## src/rtl/vacf_pkg.sv

```systemverilog
// Package of the voxel active cell finder: sizes, codes, payload and control structs.
// Depends on nothing; used by every RTL module of the block except vacf_ram.
package vacf_pkg;

	localparam int SIDE        = 32;
	localparam int LOD_COUNT   = 5;
	localparam int COORD_W     = 5;
	localparam int DENS_W      = 8;
	localparam int LEVEL_W     = 3;
	localparam int INDEX_W     = 15;
	localparam int VOLUME      = SIDE * SIDE * SIDE;
	localparam int ADDR_W      = $clog2(VOLUME);
	localparam int CFG_INDEX_W = 2;
	localparam int CFG_DATA_W  = 8;

	localparam logic [DENS_W-1:0] SET_LIMIT  = 8'd127;
	localparam logic [DENS_W-1:0] FULL_VALUE = 8'd255;

	localparam logic CMD_WRITE = 1'b0;
	localparam logic CMD_PROBE = 1'b1;

	localparam logic [CFG_INDEX_W-1:0] CFG_LOD_ENABLED = 2'd0;
	localparam logic [CFG_INDEX_W-1:0] CFG_INITIAL_LOD = 2'd1;
	localparam logic [CFG_INDEX_W-1:0] CFG_FILL_FULL   = 2'd2;

	typedef struct packed {
		logic               cmd;
		logic [COORD_W-1:0] vx;
		logic [COORD_W-1:0] vy;
		logic [COORD_W-1:0] vz;
		logic [DENS_W-1:0]  density;
	} item_t;

	typedef struct packed {
		logic [LEVEL_W-1:0] level;
		logic [INDEX_W-1:0] cell_index;
		logic               last;
	} result_t;

	// controller -> datapath
	typedef struct packed {
		logic take_item;
		logic fill_start;
		logic fill_step;
		logic set_ready;
		logic do_write;
		logic level_init;
		logic level_next;
		logic corner_clear;
		logic corner_read;
		logic keep_result;
		logic clear_pending;
		logic emit;
		logic emit_last;
	} ctrl_cmd_t;

	// datapath -> controller
	typedef struct packed {
		logic cmd_write;
		logic store_ready;
		logic in_grid;
		logic fill_last;
		logic level_done;
		logic level_ok;
		logic corner_last;
		logic active;
		logic pending;
		logic out_free;
	} dp_status_t;

	// linear index x*SIDE*SIDE + y*SIDE + z
	function automatic logic [31:0] lin(input logic [COORD_W-1:0] x,
		input logic [COORD_W-1:0] y, input logic [COORD_W-1:0] z);
		return 32'(x) * 32'(SIDE * SIDE) + 32'(y) * 32'(SIDE) + 32'(z);
	endfunction

endpackage

```

## src/rtl/vacf_ctrl.sv

```systemverilog
// Controller state machine: sequences fill, write and the per-level corner scan.
// Depends on vacf_pkg; drives vacf_datapath through ctrl_cmd_t.
module vacf_ctrl (
	input  logic                 clk,
	input  logic                 arst_n,
	input  logic                 item_valid,
	output logic                 item_ready,
	input  vacf_pkg::dp_status_t status,
	output vacf_pkg::ctrl_cmd_t  cmd
);
	import vacf_pkg::*;

	localparam logic [3:0] S_IDLE     = 4'd0;
	localparam logic [3:0] S_DISPATCH = 4'd1;
	localparam logic [3:0] S_FILL     = 4'd2;
	localparam logic [3:0] S_WRITE    = 4'd3;
	localparam logic [3:0] S_LEVEL    = 4'd4;
	localparam logic [3:0] S_READ     = 4'd5;
	localparam logic [3:0] S_TAIL     = 4'd6;
	localparam logic [3:0] S_EVAL     = 4'd7;
	localparam logic [3:0] S_FLUSH    = 4'd8;

	logic [3:0] state_q;
	logic [3:0] state_d;

	always_ff @(posedge clk or negedge arst_n) begin
		if (!arst_n) begin
			state_q <= S_IDLE;
		end else begin
			state_q <= state_d;
		end
	end

	always_comb begin
		state_d    = state_q;
		cmd        = '0;
		item_ready = 1'b0;
		case (state_q)
			S_IDLE: begin
				item_ready = 1'b1;
				if (item_valid) begin
					cmd.take_item = 1'b1;
					state_d       = S_DISPATCH;
				end
			end
			S_DISPATCH: begin
				if (status.cmd_write) begin
					if (status.store_ready) begin
						state_d = S_WRITE;
					end else begin
						cmd.fill_start = 1'b1;
						state_d        = S_FILL;
					end
				end else if (!status.store_ready || !status.in_grid) begin
					state_d = S_IDLE;
				end else begin
					cmd.level_init = 1'b1;
					state_d        = S_LEVEL;
				end
			end
			S_FILL: begin
				cmd.fill_step = 1'b1;
				if (status.fill_last) begin
					cmd.set_ready = 1'b1;
					state_d       = S_WRITE;
				end
			end
			S_WRITE: begin
				cmd.do_write = 1'b1;
				state_d      = S_IDLE;
			end
			S_LEVEL: begin
				if (status.level_done) begin
					state_d = S_FLUSH;
				end else if (status.level_ok) begin
					cmd.corner_clear = 1'b1;
					state_d          = S_READ;
				end else begin
					cmd.level_next = 1'b1;
				end
			end
			S_READ: begin
				cmd.corner_read = 1'b1;
				if (status.corner_last) begin
					state_d = S_TAIL;
				end
			end
			S_TAIL: begin
				state_d = S_EVAL;
			end
			S_EVAL: begin
				if (!status.active) begin
					cmd.level_next = 1'b1;
					state_d        = S_LEVEL;
				end else if (!status.pending) begin
					cmd.keep_result = 1'b1;
					cmd.level_next  = 1'b1;
					state_d         = S_LEVEL;
				end else if (status.out_free) begin
					cmd.emit        = 1'b1;
					cmd.keep_result = 1'b1;
					cmd.level_next  = 1'b1;
					state_d         = S_LEVEL;
				end
			end
			S_FLUSH: begin
				if (!status.pending) begin
					state_d = S_IDLE;
				end else if (status.out_free) begin
					cmd.emit          = 1'b1;
					cmd.emit_last     = 1'b1;
					cmd.clear_pending = 1'b1;
					state_d           = S_IDLE;
				end
			end
			default: begin
				state_d = S_IDLE;
			end
		endcase
	end
endmodule

```

## config.mk

```make
export PLATFORM = sky130hd
export DESIGN_NAME = vacf_ctrl
export DESIGN_NICKNAME = d
export VERILOG_FILES = /design/src/rtl/vacf_pkg.sv /design/src/rtl/vacf_ctrl.sv
export SDC_FILE = /design/constraint.sdc
export NUM_CORES = 1
export LEC_CHECK = 0
export BUFFER_PORTS_ARGS = -buffer_cell sky130_fd_sc_hd__buf_2
export CAP_MARGIN = 20
export CORE_MARGIN = 3
export CORE_UTILIZATION = 30
export CTS_BUF_LIST = sky130_fd_sc_hd__clkbuf_8
export DETAILED_ROUTE_END_ITERATION = 10
export HOLD_SLACK_MARGIN = 0.12
export PLACE_DENSITY = 0.58
export SLEW_MARGIN = 20
export SYNTH_ARGS = -nofsm -noshare
export SYNTH_HDL_FRONTEND = slang
export SYNTH_SLANG_ARGS = --single-unit
```

## constraint.sdc

```tcl
create_clock -name clk -period 2.62 [get_ports clk]
set_clock_uncertainty 0.1 [all_clocks]
set_input_delay 0.262 -clock clk [delete_from_list [all_inputs] [get_ports clk]]
set_output_delay 0.262 -clock clk [all_outputs]
set_load 0.02 [all_outputs]
```

==> metrics.md <==
| Metric | Value |
|---|---|
| Synth cell types | `29` |
| Critical Path End Type | `output port` |
| # setup viols final | `0` |
| Area leader, netlist | `dfrtp_1` |
| Fin Setup TNS | `0 ps` |
| DR pass1 iterations | `4` |
| Vias in the first global route | `457` |
| Initial Utilization | `34.1%` |
| FP Rows | `13` |
| Top cell type's share of synthesized area | `21.2%` |
| Post-layout min period | `2070 ps` |
| Worst EP arrival | `1710 ps` |
| PortBufs | `26` |
| CTS resizes | `0` |
| F_max | `483 MHz` |
| Clock Root Buffer | `clkbuf_8` |
| DRC Markers | `0` |
| Clk sinks | `4` |
| Worst Reg-to-Reg Cells | `3` |
| GRT overflow | `0` |
| Buffers & Inverters on Critical Path | `1` |
| Vias | `558` |
| Postcts setup bufs | `0` |
| Tot Pwr | `609 uW` |
| CTS tree | `done` |
| Slew Limit Fails | `0` |
| Syn avg cell area | `7.26 um2` |
| Post-synth EDFFs | `0` |
| Worst path max stage delay | `540 ps` |
| CP max stage cell | `or4b_1` |
| Vias/cell | `5.31` |
| FF+latch count, synth | `4` |
| Synth warn | `0` |
| Max_cap viols | `0` |
| Max reg flops | `4` |
| Post-DRT Antenna Nets | `0` |
| Fin. Hold Viols | `0` |
| PD cells | `960 mW/mm2` |
| Largest cells by area after synthesis | `dfrtp_1 21%, nor2_1 6.4%, nand2b_1 5.3%, buf_6 4.8%, nand2_1 4.8%` |
| Initial antenna violation count | `0` |
| Setup slack, reg-to-reg | `870 ps` |
| Clock-pin slew on the worst setup and hold paths | `30 ps` |
| Most flops, register | `state_q` |
| Reg-to-reg startpoint | `state_q[2]$_DFFE_PN0P_` |
| Status | `finished, final reports clean` |
| Crit Path Class | `register to output port` |
| Leak pwr | `0.000327 uW` |
| Mapped Cells | `65` |
| Largest net degree at the start of global routing | `16` |
| Final period utilization | `79.1%` |
| Delay-heaviest family, CP | `simple AND/OR/NAND/NOR gates` |
| RR Endpoint | `state_q[0]$_DFFE_PN0P_` |
| Ys flop type | `dfrtp_1` |
| Die extent in x | `45.7 um` |
| Later-pin clock latency in the skew report | `220 ps` |
| RSZ-0062 raised after global routing | `no` |
| First-pass GRT wire length | `1.97 mm` |
| # IOs | `27` |
| GPL Wtd Cong | `0.700` |
| H-tree depth | `1` |
| Post-Route WL | `1.28 mm` |
| Syn Std Cell Area | `472 um2` |
| Crit-path max FO | `11` |
| Die ar. | `0.00208 mm2` |
| Share of layout cells above drive strength 1 | `35.6%` |
| Syn Nets | `78` |
| Final #Nets | `105` |
| Worst setup SP type | `register` |
| Slew HR | `70.9%` |
| GRT Resource Usage Total | `13.3%` |
| Clock tree buffer depth | `2` |
| Most frequent cells in the layout | `26 x buf_2, 8 x nor2_1, 6 x nand2_1` |
| Worst Setup SP | `state_q[1]$_DFFE_PN0P_` |
| TritonCTS buffer count | `3` |
| CORE AREA | `0.00138 mm2` |
| Asr flop ratio synth | `100%` |
| Top Registers | `state_q x4` |
| Most common cell after layout, fill and taps aside | `buf_2` |
| # hold bufs at CTS | `1` |
| Post-DP HPWL | `984 um` |
| Area grow syn2layout | `34.5%` |
| Worst setup path endpoint | `cmd[11]` |
| Die Ht | `45.7 um` |
| Max VDD drop | `0.506 mV` |
| CP cell instances | `nand2b_1 -> or4b_1 -> nor2_1 -> buf_2` |
| Slew @ Worst Pin | `436 ps` |
| Initial DRC Count | `2` |
| HP Class | `input port to asynchronous set/reset pin` |
| Placed Cells | `101` |
| Sequential share of the synthesized area | `21.2%` |
| Ant. Diodes | `0` |
| Non-Filler Instances | `105` |
| Worst Path Required | `2260 ps` |
| Wire per inst | `12.2 um` |
| Critical path depth | `4` |
-- power by group --
part | internal, uW | switching, uW | total (uW) | leakage (uW)
clock network | 97.9 | 31.8 | 130 | 0.0000216
registers | 87.6 | 76.5 | 164 | 0.0000510
logic | 138 | 177 | 315 | 0.000254
-- cells by family after synthesis --
family,synth area share [%]
flip-flops,21.2
buffers and inverters,11.1
AND/OR/NAND/NOR,49.6
AO/OA/AOI/OAI,18.0
-- cell type report --
| class | instances | area (um2) |
|---|---|---|
| Fill cell | 136 | 748 |
| Clock buffer | 3 | 41.3 |
| Timing Repair Buffer | 27 | 140 |
| Multi-Input combinational cell | 52 | 319 |
| Inverter | 4 | 15.0 |
| Sequential cell | 4 | 100 |
| Tap cell | 15 | 18.8 |
-- how the worst min path moves through the flow --
stage / end / from / slack, ps / cells after the start
final: state_q[2]$_DFFE_PN0P_ / arst_n / 290 / 2
after floorplan: state_q[0]$_DFFE_PN0P_ / arst_n / -130 / 0
after global routing: state_q[1]$_DFFE_PN0P_ / arst_n / 320 / 2
after detailed placement: state_q[1]$_DFFE_PN0P_ / arst_n / -30 / 1
after global placement: state_q[0]$_DFFE_PN0P_ / arst_n / -30 / 1
after CTS: state_q[1]$_DFFE_PN0P_ / arst_n / 270 / 2
-- cell usage after synthesis, drive strengths merged (3+ instances only) --
master and n:
a21oi 3, nand2 6, nor2 8, nand2b 4, buf 3, nor3 3, nand3b 3, dfrtp 4
o21ai 6, inv 4, or4b 3
-- metrics by stage --
step / util [%] / instance area, um2 / worst slack [ps] / hold WS (ps)
global route: 45.9 / 634 / 488 / 317
floorplan: - / 472 / 613 / -134
global placement: 42.2 / 583 / 831 / -31.7
detailed placement: 42.2 / 583 / 790 / -31.5
finish: 45.9 / 634 / 548 / 292
CTS: 45.9 / 634 / 546 / 271
-- layer usage --
layer | GRT usage, % | up-vias | routed length (um)
met2 | 16.7 | 21 | 539
li1 | - | 284 | -
met4 | 10.5 | 0 | 39
met3 | 3.95 | 5 | 101
met5 | 0 | - | 0
met1 | 18.2 | 248 | 595
(Power assumes the default switching activity.)
